[src/hw/rtl/mp2d_pkg.sv]
// ----------------------------------------------------------------------------
// Max pool package
// Shared constants, register indexes and control types of the max pool core.
// ----------------------------------------------------------------------------
package mp2d_pkg;

  // Default build parameters
  localparam int DEF_MAX_SIDE     = 256;
  localparam int DEF_MAX_CHANNELS = 256;
  localparam int DEF_POOL         = 2;
  localparam int DEF_STRIDE       = 2;
  localparam int DEF_SAMPLE_BITS  = 16;

  // Configuration port
  localparam int CFG_DATA_W  = 9;
  localparam int CFG_INDEX_W = 1;

  localparam logic [CFG_INDEX_W-1:0] CFG_IMAGE_SIDE    = 1'b0;
  localparam logic [CFG_INDEX_W-1:0] CFG_CHANNEL_COUNT = 1'b1;

  localparam logic [CFG_DATA_W-1:0] IMAGE_SIDE_RESET    = 9'd256;
  localparam logic [CFG_DATA_W-1:0] CHANNEL_COUNT_RESET = 9'd1;

  // Result field widths
  localparam int CHANNEL_FIELD_W = 8;
  localparam int POS_FIELD_W     = 7;

  // Window position flags for one sample
  typedef struct packed {
    logic in_win;      // sample lies inside a whole window
    logic col_first;   // first column of its window
    logic col_last;    // last column of its window
    logic row_first;   // first row of its window
    logic row_last;    // last row of its window
    logic last_plane;  // window is the last one of the plane
    logic last_frame;  // ... and the plane is the last channel
  } win_ctl_t;

endpackage

[src/hw/rtl/mp2d_ram.sv]
// ----------------------------------------------------------------------------
// Max pool line RAM
// Generic single-write, single-read RAM with registered read data.
// ----------------------------------------------------------------------------
module mp2d_ram #(
  parameter  int WIDTH = 16,
  parameter  int DEPTH = 128,
  localparam int AW    = (DEPTH > 1) ? $clog2(DEPTH) : 1
) (
  input  logic             clk,
  input  logic             wr_en,
  input  logic [AW-1:0]    wr_addr,
  input  logic [WIDTH-1:0] wr_data,
  input  logic             rd_en,
  input  logic [AW-1:0]    rd_addr,
  output logic [WIDTH-1:0] rd_data
);

  logic [WIDTH-1:0] mem_r [DEPTH];
  logic [WIDTH-1:0] rd_data_r;

  // Write port
  always_ff @(posedge clk) begin
    if (wr_en) begin
      mem_r[wr_addr] <= wr_data;
    end
  end

  // Registered read port
  always_ff @(posedge clk) begin
    if (rd_en) begin
      rd_data_r <= mem_r[rd_addr];
    end
  end

  assign rd_data = rd_data_r;

endmodule

[src/hw/rtl/mp2d_addr_gen.sv]
// ----------------------------------------------------------------------------
// Max pool position tracker
// Raster counters for column, row and channel, split into window index and
// phase, and the window flags of the sample at the head of the stream.
// ----------------------------------------------------------------------------
module mp2d_addr_gen import mp2d_pkg::*; #(
  parameter  int MAX_SIDE     = DEF_MAX_SIDE,
  parameter  int MAX_CHANNELS = DEF_MAX_CHANNELS,
  parameter  int POOL         = DEF_POOL,
  parameter  int STRIDE       = DEF_STRIDE,
  localparam int WIN_W  = (((MAX_SIDE - 1) / STRIDE + 1) > 1) ?
                          $clog2((MAX_SIDE - 1) / STRIDE + 1) : 1,
  localparam int CHP_W  = (MAX_CHANNELS > 1) ? $clog2(MAX_CHANNELS) : 1
) (
  input  logic                  clk,
  input  logic                  rst_n,
  input  logic                  advance,
  input  logic [CFG_DATA_W-1:0] cfg_side,
  input  logic [CFG_DATA_W-1:0] cfg_chans,
  output win_ctl_t              ctl,
  output logic [WIN_W-1:0]      win_col,
  output logic [WIN_W-1:0]      win_row,
  output logic [CHP_W-1:0]      chan
);

  localparam int SIDE_W = $clog2(MAX_SIDE + 1);
  localparam int CHN_W  = $clog2(MAX_CHANNELS + 1);
  localparam int PH_W   = (STRIDE > 1) ? $clog2(STRIDE) : 1;
  localparam int EW     = SIDE_W + 5;
  localparam int CEW    = CHN_W + 1;

  logic [SIDE_W-1:0] side_eff;
  logic [CHN_W-1:0]  chans_eff;

  logic [SIDE_W-1:0] col_pos_r, col_pos_nxt, row_pos_r, row_pos_nxt;
  logic [PH_W-1:0]   col_ph_r, col_ph_nxt, row_ph_r, row_ph_nxt;
  logic [WIN_W-1:0]  col_win_r, col_win_nxt, row_win_r, row_win_nxt;
  logic [CHP_W-1:0]  chan_r, chan_nxt;

  logic [EW-1:0]  col_base, row_base;
  logic [CEW-1:0] chan_inc;
  logic           col_ok, row_ok, col_end, row_end;
  logic           col_wrap, row_wrap, chan_wrap;

  // Clamp the configured side and channel count to their legal ranges
  always_comb begin
    if (cfg_side < CFG_DATA_W'(2)) begin
      side_eff = SIDE_W'(2);
    end else if (32'(cfg_side) > MAX_SIDE) begin
      side_eff = SIDE_W'(MAX_SIDE);
    end else begin
      side_eff = SIDE_W'(cfg_side);
    end
    if (cfg_chans == '0) begin
      chans_eff = CHN_W'(1);
    end else if (32'(cfg_chans) > MAX_CHANNELS) begin
      chans_eff = CHN_W'(MAX_CHANNELS);
    end else begin
      chans_eff = CHN_W'(cfg_chans);
    end
  end

  // Window membership: the window starting at base fits when base + POOL <= side
  assign col_base = EW'(col_pos_r) - EW'(col_ph_r);
  assign row_base = EW'(row_pos_r) - EW'(row_ph_r);
  assign col_ok   = (32'(col_ph_r) < POOL) && (col_base + EW'(POOL) <= EW'(side_eff));
  assign row_ok   = (32'(row_ph_r) < POOL) && (row_base + EW'(POOL) <= EW'(side_eff));
  assign col_end  = (col_base + EW'(STRIDE + POOL)) > EW'(side_eff);
  assign row_end  = (row_base + EW'(STRIDE + POOL)) > EW'(side_eff);

  assign chan_inc = CEW'(chan_r) + CEW'(1);

  // Flags of the current sample
  always_comb begin
    ctl.in_win     = col_ok && row_ok;
    ctl.col_first  = (col_ph_r == '0);
    ctl.col_last   = (col_ph_r == PH_W'(POOL - 1));
    ctl.row_first  = (row_ph_r == '0);
    ctl.row_last   = (row_ph_r == PH_W'(POOL - 1));
    ctl.last_plane = col_end && row_end;
    ctl.last_frame = col_end && row_end && (chan_inc == CEW'(chans_eff));
  end

  assign win_col = col_win_r;
  assign win_row = row_win_r;
  assign chan    = chan_r;

  // Advance the raster position on each transfer
  assign col_wrap  = (EW'(col_pos_r) + EW'(1)) >= EW'(side_eff);
  assign row_wrap  = (EW'(row_pos_r) + EW'(1)) >= EW'(side_eff);
  assign chan_wrap = chan_inc >= CEW'(chans_eff);

  always_comb begin
    col_pos_nxt = col_pos_r;
    col_ph_nxt  = col_ph_r;
    col_win_nxt = col_win_r;
    row_pos_nxt = row_pos_r;
    row_ph_nxt  = row_ph_r;
    row_win_nxt = row_win_r;
    chan_nxt    = chan_r;
    if (advance) begin
      if (col_wrap) begin
        col_pos_nxt = '0;
        col_ph_nxt  = '0;
        col_win_nxt = '0;
        if (row_wrap) begin
          row_pos_nxt = '0;
          row_ph_nxt  = '0;
          row_win_nxt = '0;
          chan_nxt    = chan_wrap ? '0 : CHP_W'(chan_inc);
        end else begin
          row_pos_nxt = row_pos_r + SIDE_W'(1);
          if (row_ph_r == PH_W'(STRIDE - 1)) begin
            row_ph_nxt  = '0;
            row_win_nxt = row_win_r + WIN_W'(1);
          end else begin
            row_ph_nxt  = row_ph_r + PH_W'(1);
          end
        end
      end else begin
        col_pos_nxt = col_pos_r + SIDE_W'(1);
        if (col_ph_r == PH_W'(STRIDE - 1)) begin
          col_ph_nxt  = '0;
          col_win_nxt = col_win_r + WIN_W'(1);
        end else begin
          col_ph_nxt  = col_ph_r + PH_W'(1);
        end
      end
    end
  end

  always_ff @(posedge clk) begin
    if (!rst_n) begin
      col_pos_r <= '0;
      col_ph_r  <= '0;
      col_win_r <= '0;
      row_pos_r <= '0;
      row_ph_r  <= '0;
      row_win_r <= '0;
      chan_r    <= '0;
    end else begin
      col_pos_r <= col_pos_nxt;
      col_ph_r  <= col_ph_nxt;
      col_win_r <= col_win_nxt;
      row_pos_r <= row_pos_nxt;
      row_ph_r  <= row_ph_nxt;
      row_win_r <= row_win_nxt;
      chan_r    <= chan_nxt;
    end
  end

endmodule

[src/hw/rtl/mp2d_reduce.sv]
// ----------------------------------------------------------------------------
// Max pool reduction stage
// Holds one sample with its window flags, keeps the running row maximum,
// merges it with the column partial maximum in the line RAM and loads the
// result register.
// ----------------------------------------------------------------------------
module mp2d_reduce import mp2d_pkg::*; #(
  parameter  int SAMPLE_BITS  = DEF_SAMPLE_BITS,
  parameter  int MAX_SIDE     = DEF_MAX_SIDE,
  parameter  int MAX_CHANNELS = DEF_MAX_CHANNELS,
  parameter  int POOL         = DEF_POOL,
  parameter  int STRIDE       = DEF_STRIDE,
  localparam int WIN_W  = (((MAX_SIDE - 1) / STRIDE + 1) > 1) ?
                          $clog2((MAX_SIDE - 1) / STRIDE + 1) : 1,
  localparam int CHP_W  = (MAX_CHANNELS > 1) ? $clog2(MAX_CHANNELS) : 1
) (
  input  logic                          clk,
  input  logic                          rst_n,
  input  logic                          in_fire,
  output logic                          in_ready,
  input  logic signed [SAMPLE_BITS-1:0] in_sample,
  input  win_ctl_t                      in_ctl,
  input  logic [WIN_W-1:0]              in_win_col,
  input  logic [WIN_W-1:0]              in_win_row,
  input  logic [CHP_W-1:0]              in_chan,
  output logic                          out_valid,
  input  logic                          out_ready,
  output logic signed [SAMPLE_BITS-1:0] out_max_value,
  output logic [CHANNEL_FIELD_W-1:0]    out_channel_index,
  output logic [POS_FIELD_W-1:0]        out_row,
  output logic [POS_FIELD_W-1:0]        out_col,
  output logic                          out_last_of_plane,
  output logic                          out_last_of_frame
);

  localparam int LINE_DEPTH = (MAX_SIDE - POOL) / STRIDE + 1;
  localparam int ADDR_W     = (LINE_DEPTH > 1) ? $clog2(LINE_DEPTH) : 1;
  localparam logic signed [SAMPLE_BITS-1:0] MOST_NEG = {1'b1, {(SAMPLE_BITS-1){1'b0}}};

  // Stage register
  logic                          s1_valid_r, s1_valid_nxt;
  logic signed [SAMPLE_BITS-1:0] s1_sample_r;
  win_ctl_t                      s1_ctl_r;
  logic [WIN_W-1:0]              s1_col_r, s1_row_r;
  logic [CHP_W-1:0]              s1_chan_r;

  logic signed [SAMPLE_BITS-1:0] run_r;
  logic signed [SAMPLE_BITS-1:0] run_start, run_new, merged, line_rd;
  logic [SAMPLE_BITS-1:0]        ram_rd_data;
  logic                          s1_emit, s1_go, line_wr;

  logic                          out_valid_r, out_valid_nxt;
  logic signed [SAMPLE_BITS-1:0] out_max_r;
  logic [CHANNEL_FIELD_W-1:0]    out_chan_r;
  logic [POS_FIELD_W-1:0]        out_row_r, out_col_r;
  logic                          out_lp_r, out_lf_r;

  // Advance the stage unless its result would overwrite a waiting one
  assign s1_emit  = s1_ctl_r.in_win && s1_ctl_r.col_last && s1_ctl_r.row_last;
  assign s1_go    = s1_valid_r && (!s1_emit || !out_valid_r || out_ready);
  assign in_ready = !s1_valid_r || s1_go;

  always_comb begin
    s1_valid_nxt = s1_valid_r;
    if (in_fire) begin
      s1_valid_nxt = 1'b1;
    end else if (s1_go) begin
      s1_valid_nxt = 1'b0;
    end
  end

  always_ff @(posedge clk) begin
    if (!rst_n) begin
      s1_valid_r <= 1'b0;
    end else begin
      s1_valid_r <= s1_valid_nxt;
    end
  end

  always_ff @(posedge clk) begin
    if (in_fire) begin
      s1_sample_r <= in_sample;
      s1_ctl_r    <= in_ctl;
      s1_col_r    <= in_win_col;
      s1_row_r    <= in_win_row;
      s1_chan_r   <= in_chan;
    end
  end

  // Running maximum along the window row, then merge with the line store
  assign line_rd   = $signed(ram_rd_data);
  assign run_start = s1_ctl_r.col_first ? MOST_NEG : run_r;
  assign run_new   = (s1_sample_r > run_start) ? s1_sample_r : run_start;
  assign merged    = (s1_ctl_r.row_first || (run_new > line_rd)) ? run_new : line_rd;
  assign line_wr   = s1_go && s1_ctl_r.in_win && s1_ctl_r.col_last;

  always_ff @(posedge clk) begin
    if (!rst_n) begin
      run_r <= MOST_NEG;
    end else if (s1_go && s1_ctl_r.in_win) begin
      run_r <= run_new;
    end
  end

  // Column partial maxima, read as the sample enters the stage
  mp2d_ram #(
    .WIDTH (SAMPLE_BITS),
    .DEPTH (LINE_DEPTH)
  ) u_line_ram (
    .clk     (clk),
    .wr_en   (line_wr),
    .wr_addr (s1_col_r[ADDR_W-1:0]),
    .wr_data (merged),
    .rd_en   (in_fire),
    .rd_addr (in_win_col[ADDR_W-1:0]),
    .rd_data (ram_rd_data)
  );

  // Result register: load on a finished window, drop on transfer
  always_comb begin
    out_valid_nxt = out_valid_r;
    if (s1_go && s1_emit) begin
      out_valid_nxt = 1'b1;
    end else if (out_ready) begin
      out_valid_nxt = 1'b0;
    end
  end

  always_ff @(posedge clk) begin
    if (!rst_n) begin
      out_valid_r <= 1'b0;
    end else begin
      out_valid_r <= out_valid_nxt;
    end
  end

  always_ff @(posedge clk) begin
    if (s1_go && s1_emit) begin
      out_max_r  <= merged;
      out_chan_r <= CHANNEL_FIELD_W'(s1_chan_r);
      out_row_r  <= POS_FIELD_W'(s1_row_r);
      out_col_r  <= POS_FIELD_W'(s1_col_r);
      out_lp_r   <= s1_ctl_r.last_plane;
      out_lf_r   <= s1_ctl_r.last_frame;
    end
  end

  assign out_valid         = out_valid_r;
  assign out_max_value     = out_max_r;
  assign out_channel_index = out_chan_r;
  assign out_row           = out_row_r;
  assign out_col           = out_col_r;
  assign out_last_of_plane = out_lp_r;
  assign out_last_of_frame = out_lf_r;

endmodule

[src/hw/rtl/max_pool_2d_stream_core.sv]
// ----------------------------------------------------------------------------
// Max pool 2-D stream core
// Streaming POOL x POOL max pooling at a stride of STRIDE over square planes.
// ----------------------------------------------------------------------------
// Samples enter on the in_ channel (valid/ready) in channel-major, row-major
// raster order, one sample per transfer. For every whole window one result
// leaves on the out_ channel with its channel, output row and column, and
// flags for the last window of a plane and of the frame. Samples in rows or
// columns past the last whole window are taken and dropped.
// cfg_we/cfg_index/cfg_data write image_side (index 0) and channel_count
// (index 1); write them only while no transfer is in flight.
// Throughput: one sample per cycle unless a result stalls on out_ready; a new
// sample is taken in the same cycle an earlier result is still waiting. A
// window's last sample is registered in the reduction stage with the line RAM
// read, then the result register loads from that stage once it may advance.
// The line RAM holds one partial maximum per output column; its single read
// and single write port set the one-sample-per-cycle rate.
// When out_ready is low with a result waiting, the core holds it and stops
// taking samples once the next window result is ready to leave.
// Reset clears positions and the running maximum and sets image_side to 256
// and channel_count to 1; the line RAM is not cleared.
// ----------------------------------------------------------------------------
module max_pool_2d_stream_core import mp2d_pkg::*; #(
  parameter int MAX_SIDE     = DEF_MAX_SIDE,
  parameter int MAX_CHANNELS = DEF_MAX_CHANNELS,
  parameter int POOL         = DEF_POOL,
  parameter int STRIDE       = DEF_STRIDE,
  parameter int SAMPLE_BITS  = DEF_SAMPLE_BITS
) (
  input  logic                          clk,
  input  logic                          rst_n,
  input  logic                          in_valid,
  output logic                          in_ready,
  input  logic signed [SAMPLE_BITS-1:0] in_sample_value,
  output logic                          out_valid,
  input  logic                          out_ready,
  output logic signed [SAMPLE_BITS-1:0] out_max_value,
  output logic [CHANNEL_FIELD_W-1:0]    out_channel_index,
  output logic [POS_FIELD_W-1:0]        out_row,
  output logic [POS_FIELD_W-1:0]        out_col,
  output logic                          out_last_of_plane,
  output logic                          out_last_of_frame,
  input  logic                          cfg_we,
  input  logic [CFG_INDEX_W-1:0]        cfg_index,
  input  logic [CFG_DATA_W-1:0]         cfg_data
);

  localparam int WIN_W = (((MAX_SIDE - 1) / STRIDE + 1) > 1) ?
                         $clog2((MAX_SIDE - 1) / STRIDE + 1) : 1;
  localparam int CHP_W = (MAX_CHANNELS > 1) ? $clog2(MAX_CHANNELS) : 1;

  logic [CFG_DATA_W-1:0] side_r, side_nxt, chans_r, chans_nxt;
  logic                  in_fire;
  win_ctl_t              head_ctl;
  logic [WIN_W-1:0]      head_col, head_row;
  logic [CHP_W-1:0]      head_chan;

  // Configuration register decode
  always_comb begin
    side_nxt  = side_r;
    chans_nxt = chans_r;
    if (cfg_we) begin
      unique case (cfg_index)
        CFG_IMAGE_SIDE:    side_nxt  = cfg_data;
        CFG_CHANNEL_COUNT: chans_nxt = cfg_data;
        default: ;
      endcase
    end
  end

  always_ff @(posedge clk) begin
    if (!rst_n) begin
      side_r  <= IMAGE_SIDE_RESET;
      chans_r <= CHANNEL_COUNT_RESET;
    end else begin
      side_r  <= side_nxt;
      chans_r <= chans_nxt;
    end
  end

  assign in_fire = in_valid && in_ready;

  mp2d_addr_gen #(
    .MAX_SIDE     (MAX_SIDE),
    .MAX_CHANNELS (MAX_CHANNELS),
    .POOL         (POOL),
    .STRIDE       (STRIDE)
  ) u_addr_gen (
    .clk       (clk),
    .rst_n     (rst_n),
    .advance   (in_fire),
    .cfg_side  (side_r),
    .cfg_chans (chans_r),
    .ctl       (head_ctl),
    .win_col   (head_col),
    .win_row   (head_row),
    .chan      (head_chan)
  );

  mp2d_reduce #(
    .SAMPLE_BITS  (SAMPLE_BITS),
    .MAX_SIDE     (MAX_SIDE),
    .MAX_CHANNELS (MAX_CHANNELS),
    .POOL         (POOL),
    .STRIDE       (STRIDE)
  ) u_reduce (
    .clk               (clk),
    .rst_n             (rst_n),
    .in_fire           (in_fire),
    .in_ready          (in_ready),
    .in_sample         (in_sample_value),
    .in_ctl            (head_ctl),
    .in_win_col        (head_col),
    .in_win_row        (head_row),
    .in_chan           (head_chan),
    .out_valid         (out_valid),
    .out_ready         (out_ready),
    .out_max_value     (out_max_value),
    .out_channel_index (out_channel_index),
    .out_row           (out_row),
    .out_col           (out_col),
    .out_last_of_plane (out_last_of_plane),
    .out_last_of_frame (out_last_of_frame)
  );

endmodule

[config.mk]
export PLATFORM = sky130hd
export DESIGN_NAME = max_pool_2d_stream_core
export DESIGN_NICKNAME = d
export VERILOG_FILES = /design/src/hw/rtl/mp2d_pkg.sv /design/src/hw/rtl/mp2d_ram.sv /design/src/hw/rtl/mp2d_addr_gen.sv /design/src/hw/rtl/mp2d_reduce.sv /design/src/hw/rtl/max_pool_2d_stream_core.sv
export SDC_FILE = /design/constraint.sdc
export NUM_CORES = 2
export LEC_CHECK = 0
export BUFFER_PORTS_ARGS = -buffer_cell sky130_fd_sc_hd__buf_2
export CAP_MARGIN = 20
export CORE_MARGIN = 1
export CORE_UTILIZATION = 63
export DETAILED_ROUTE_END_ITERATION = 8
export GPL_ROUTABILITY_DRIVEN = 0
export PLACE_DENSITY = 0.82
export SETUP_SLACK_MARGIN = 0.4
export SYNTH_ARGS = -nofsm -noshare
export SYNTH_HDL_FRONTEND = slang
export SYNTH_SLANG_ARGS = --single-unit
[constraint.sdc]
create_clock -name clk -period 16.1 [get_ports clk]
set_input_delay 3.22 -clock clk [delete_from_list [all_inputs] [get_ports clk]]
set_output_delay 3.22 -clock clk [all_outputs]
set_load 0.02 [all_outputs]
Yosys cells after proc, flatten, opt, wreduce, memory -nomap -nowiden --
Memories as Yosys holds them, arrays and structs flattened. A register that Yosys moved wholly into a read port is not among the register bits. Cells that the tools add are included.
Cells by class: bitwise logic cells 3, equality and inequality tests 1, reduce and logical (&&, ||, !) cells 28, magnitude comparators 12, multiplexer cells 24, $add $sub $neg 15
Operators by type and width (count):
- 9-bit two-way mux | 6
- 16-bit two-way mux | 3
- 16-bit > comparator | 2
- 14-bit by 2-bit adder with 14-bit output (second input constant) | 2
- 14-bit by 3-bit adder with 14-bit output (second input constant) | 2
- 14-bit by 9-bit >= comparator with 1-bit output | 2
- 14-bit by 9-bit > comparator with 1-bit output | 2
- 14-bit by 9-bit <= comparator with 1-bit output | 2
- 7-bit two-way mux | 4
- 9-bit by 1-bit adder with 10-bit output (second input constant) | 2
- 9-bit by 1-bit subtractor with 10-bit output | 2
- 9-bit by 1-bit adder with 9-bit output (second input constant) | 2
- 9-bit > comparator (second input constant) | 2
- 7-bit by 1-bit adder with 7-bit output (second input constant) | 2
- 10-bit by 9-bit equality test with 1-bit output | 1
- 10-bit by 9-bit >= comparator with 1-bit output | 1
- 1-bit logical AND | 10
- 1-bit two-way mux | 10
- 8-bit by 1-bit adder with 9-bit output (second input constant) | 1
- 9-bit logical NOT | 1
- 9-bit by 2-bit less-than comparator with 1-bit output (second input constant) | 1
- 8-bit two-way mux | 1
- 2-bit AND reduction | 4
- 2-bit nonzero test | 4
- 5 further kinds | 14
Storage, ports and cells: bits in registers 163, memories kept 1, memory bits (writable) 2048
Memory list:
- u_reduce.u_line_ram.mem_r | depth 128, bits a word 16, rd ports 1, clocked after Yosys merged registers in 1, write ports 1, line mp2d_ram.sv:19 | logic [WIDTH-1:0] mem_r [DEPTH];

Logic depth before layout (Yosys ltp) --
depth in word-level cells 10, gate-level depth with buffers 20

Modules after synthesis --
From an unflattened synthesis, not the netlist that was laid out.
Unflattened totals: cell total of the unflattened synthesis 4229, area total of the unflattened synthesis 89409.5 um2
By module, submodules not included:
- mp2d_ram | instances 1, area each 78683.0 um2, cells each 3086
- mp2d_reduce | instances 1, area each 5278.8 um2, cells each 456
- mp2d_addr_gen | instances 1, area each 4745.8 um2, cells each 614
- max_pool_2d_stream_core | instances 1, area each 701.9 um2, cells each 73

Worst setup path after synthesis --
OpenSTA, ideal clock, no wires.
kind register to register, start reg u_reduce.s1_ctl_r[5] (netlist bit), end reg u_reduce.out_max_r[0], in the netlist u_reduce.out_max_value[0], data pin, library setup time 0.925 ns, data required time 15.175 ns, stages on the path, launching flop included 18, data arrival time 7.887 ns, setup slack 7.288 ns, period minus slack after synthesis 8.812 ns, path buffers 3, cell sequence edfxtp_1 > nand2b_1 > ha_1 > a21o_1 > a2111o_1 > or4_1 > buf_2 > and2_4 > buf_6 > a21o_1 > ha_1 > a21o_1 > a221o_1 > nand2_1 > o211ai_1 > o22ai_1 > buf_2 > mux2i_1
On the way: word-level cells in the longest chain between the ends 6
RTL lines:
- start: declaration | line mp2d_reduce.sv:43 | win_ctl_t s1_ctl_r;
- start signal: assignment | line mp2d_reduce.sv:83 | s1_ctl_r <= in_ctl;
- 16-bit two-way mux (*) | line mp2d_reduce.sv:92 | assign run_start = s1_ctl_r.col_first ? MOST_NEG : run_r;
- 16-bit > comparator | line mp2d_reduce.sv:93 | assign run_new = (s1_sample_r > run_start) ? s1_sample_r : run_start;
- 16-bit two-way mux (*) | line mp2d_reduce.sv:93
- net u_reduce.run_new[5] | line mp2d_reduce.sv:48 | logic signed [SAMPLE_BITS-1:0] run_start, run_new, merged, line_rd;
- 16-bit > comparator (*) | line mp2d_reduce.sv:94 | assign merged = (s1_ctl_r.row_first || (run_new > line_rd)) ? run_new : line_rd;
- 1-bit logical OR (*) | line mp2d_reduce.sv:94
- 16-bit two-way mux (*) | line mp2d_reduce.sv:94
- net u_reduce.merged[0] | line mp2d_reduce.sv:48
- end signal: assignment | line mp2d_reduce.sv:139 | out_max_r <= merged;
- end: declaration | line mp2d_reduce.sv:53 | logic signed [SAMPLE_BITS-1:0] out_max_r;
Mark *: on every way through the listed nets, which the timed path passes. The rest lies on a longest branch. A chain may end at the register's enable or synchronous reset.

Worst setup path in the final report --
start reg u_reduce.s1_ctl_r[5] (netlist bit), end mem u_reduce.u_line_ram.mem_r[14][0], data pin
On the way: word-level cells in the longest chain between the ends 6
RTL lines (line):
- 16-bit two-way mux (*) | mp2d_reduce.sv:92
- 16-bit > comparator | mp2d_reduce.sv:93
- 16-bit two-way mux (*) | mp2d_reduce.sv:93
- net u_reduce.run_new[12] | mp2d_reduce.sv:48
- 16-bit > comparator (*) | mp2d_reduce.sv:94
- 1-bit logical OR (*) | mp2d_reduce.sv:94
- 16-bit two-way mux (*) | mp2d_reduce.sv:94
- net u_reduce.merged[0] | mp2d_reduce.sv:48
- end: declaration | mp2d_ram.sv:19
Marks and branches as above.

==> flow_summary.yaml <==
global_routing:
  grt_max_degree: 113
  grt_first_pass_wirelength_um: 325100
  antenna_found_initial: 9
  track_usage_pct: 32.15
  overflow: 0
  grt_pass1_vias: 47250
floorplan:
  dieWidth_um: 376.4
  rows: 137
  start_util_pct: 63.38
  die-area_um2: 141700
  ios: 73
  chipHeight_um: 376.4
  core_um2: 139400
clock_network:
  clock_path_buffers: 3
  cts_setup_buffers: 0
  cts_made_buffers: 203
  worstSkewPairLatency_ns: 0.85
  cts_hold_buffers: 0
  cts_tree: "done"
  cts.sinks: 2227
  htree_levels: 4
  cts_root_buf: "clkbuf_16"
  cts.reportedPaths.clkPinSlew_ns: 0.06
  cts_resized: 0
route:
  viasPerCell: 7.136
  avgRoutedWirePerCell_um: 33.70
  totalWireLength_um: 226700
  dr.pass1.iters: 6
  drtIter0Drc: 7115
  drc: 0
  antenna_left: 0
  vias: 48010
power:
  p_sw_share_pct: 21.60
  cellLeakagePower_nw: 30.62
  internal_power_w: 0.009226
  pwr-share-clk_pct: 39.4
  p_switching_w: 0.002541
  p_per_area_nw_per_um2: 120.3
  combPwrFrac_pct: 5.0
  seqPwrFrac_pct: 55.5
  vdd_drop_max_uv: 100.3
logic_synthesis:
  synth_top_flop_cell: "edfxtp_1"
  yosys-top-cells-count: "edfxtp_1 (2149), mux4_2 (498), nor2_1 (207)"
  synth.largest_area_cell: "edfxtp_1"
  synth_cell_types: 68
  synth_nets: 4590
  syn_inst: 4451
  synth_top_family_by_area: "multiplexers"
  synth.area.mux_share_pct: 14.10
  async_flop_share_pct: 0
  synth_edf_count: 2149
  synth_top_area_share_pct: 73.06
  ys.warnings.count: 0
  yosysMostFrequentCell: "edfxtp_1"
  synth_compound_area_share_pct: 4.221
  yosysSeqAreaShare_pct: 74.83
  yosys.area_share.simple_pct: 3.244
  synthTopCellsByArea: "edfxtp_1 (73%), mux4_2 (13%), dfxtp_1 (1.8%)"
  netlist_area_um2: 88330
  ys_ff_latch: 2227
  synth-adder-area-share_pct: 1.530
  avgSynthCellArea_um2: 19.84
  synthXorXnorAreaFrac_pct: 0.5156
critical_path:
  worstPathRequired_ns: 16.57
  r2r_slack_ns: 8.72
  cp.arrival_ns: 7.85
  critPathMaxFanout: 106
  start_kind: "flip-flop"
  r2r-start: "u_reduce.s1_ctl_r[5]"
  worstSetupPathType: "flip-flop to flip-flop"
  reg2regPathDepth: 17
  worstSetupEndpointType: "flip-flop"
  r2r-end: "u_reduce.u_line_ram.mem_r[14][0]"
run_status:
  status: "finished clean"
placed_design:
  dpl-instance-area_um2: 91480
  preCtsSetupSlack_ns: 8.948
  placement.io_buffers: 72
  dp_hpwl_um: 124700
timing:
  relSlewSlack_pct: 14.64
  layout_setup_ws_ns: 8.717
  tightestPinTransition_ns: 1.269
  tns_ns: 0
  clock_skew_ns: 0.02321
  fmax_mhz: 135.5
  slew_violations: 0
  min_period_over_period_pct: 45.86
  grt_setup_unrepaired: "no"
  fin_crit_ns: 7.383
  finalSetupViolCount: 0
  hold_violations: 0
layout:
  design_area_um2: 97800
  drive_gt1_share_pct: 23.28
  syn2layout_area_growth_pct: 10.73
  layout.nets: 4825
hold_path:
  whs_path_depth: 0
  worstHoldStart: "u_reduce.s1_chan_r[4]"
  hold_path_end: "u_reduce.out_channel_index[4]"
  hold_class: "flip-flop to flip-flop"
job:
  cap_violations: 0
==> worst max path at each step <==
stage                              start                           endpoint  slack, ns  cells after the start
floorplan           u_reduce.s1_ctl_r[5]          u_reduce.out_max_value[0]       7.29                     17
global placement               out_ready                           in_ready       8.96                      5
detailed placement             out_ready                           in_ready       8.95                      5
CTS                 u_reduce.s1_ctl_r[5]  u_reduce.u_line_ram.mem_r[103][0]       8.89                     17
global route        u_reduce.s1_ctl_r[5]   u_reduce.u_line_ram.mem_r[45][0]       8.40                     17
finish              u_reduce.s1_ctl_r[5]   u_reduce.u_line_ram.mem_r[14][0]       8.72                     17
==> per-stage QoR <==
| step | utilization, % | std cells | hold WS [ns] | power (W) |
|---|---|---|---|---|
| after floorplan | - | 4451 | 0.4003 | 0.007016 |
| after global placement | 65.63 | 6354 | 0.4007 | 0.007204 |
| after detailed placement | 65.64 | 6355 | 0.4056 | 0.007232 |
| after CTS | 70.15 | 6723 | 0.4210 | 0.01177 |
| after global routing | 70.18 | 6725 | 0.4207 | 0.01203 |
| final | 70.18 | 6728 | 0.4176 | 0.01177 |
==> critical path, stage by stage (launching register included) <==
cell	delay (ns)
edfxtp_1	0.62
nand2b_1	0.27
ha_1	0.31
a21o_1	0.19
a2111o_1	0.41
or4_1	0.82
and2_4	0.37
a21o_1	0.25
ha_1	0.32
nand3_1	0.11
nor3_1	0.29
nand4_1	0.18
nor2_1	0.13
a21oi_1	0.06
o22ai_2	0.51
buf_4	0.35
mux2i_4	0.74
buf_4	0.94
==> power by group through the flow <==
stage	sequential (W)	clock (W)	combinational, W
final	0.00653	0.00464	0.000594
after global routing	0.00653	0.00487	0.000624
after detailed placement	0.00666	0	0.000574
after floorplan	0.00666	0	0.000360
after CTS	0.00653	0.00466	0.000584
after global placement	0.00666	0	0.000548
==> final cells by class <==
cell class | instances | area, µm²
clock inverter | 106 | 870.8
timing repair buffer | 272 | 1936
fill | 7792 | 41560
tap | 1876 | 2347
clock buffer | 262 | 5405
sequential | 2227 | 66110
antenna | 3 | 7.507
multi-input combinational | 1937 | 20960
inverter | 45 | 168.9
==> cell usage in the layout (no fill, tap or decap), drive strengths merged, types with 57 or more instances in the layout <==
cell / instances
clkinv: 82
mux2i: 57
a22oi: 77
nand3: 72
nor2: 207
nand2: 139
mux2: 59
o21ai: 58
buf: 272
mux4: 498
a21oi: 145
dfxtp: 78
edfxtp: 2149
ha: 108
o22ai: 83
clkbuf: 262
==> kinds of logic after synthesis <==
| family | after synthesis |
|---|---|
| xor gates and xnor gates | 52 |
| muxes | 614 |
| AOI/OAI and AO/OA | 559 |
| and+or+nand+nor | 604 |
| buffers and inverters | 287 |
| adders and majority gates | 108 |
| DFF | 2227 |
==> per-layer routing <==
layer / share of wire, % / global-route usage, %
met1: 35 / 43.09
met3: 12 / 7.142
met2: 48 / 50.85
met5: 0.022 / 0
met4: 5.4 / 15.26
==> registers in the layout, indices dropped and copies added, names as in the netlist, 8 cells and up <==
| register | cells |
|---|---|
| u_reduce.out_max_value | 16 |
| u_reduce.s1_sample_r | 16 |
| u_addr_gen.row_pos_r | 9 |
| u_addr_gen.col_pos_r | 9 |
| u_reduce.run_r | 16 |
| u_reduce.out_channel_index | 8 |
| u_reduce.u_line_ram.rd_data | 16 |
| u_reduce.u_line_ram.mem_r | 2048 |
| side_r | 9 |
| chans_r | 9 |
| u_reduce.s1_chan_r | 8 |
| u_addr_gen.chan | 8 |
Note: power is estimated with default switching activity, not from simulation.
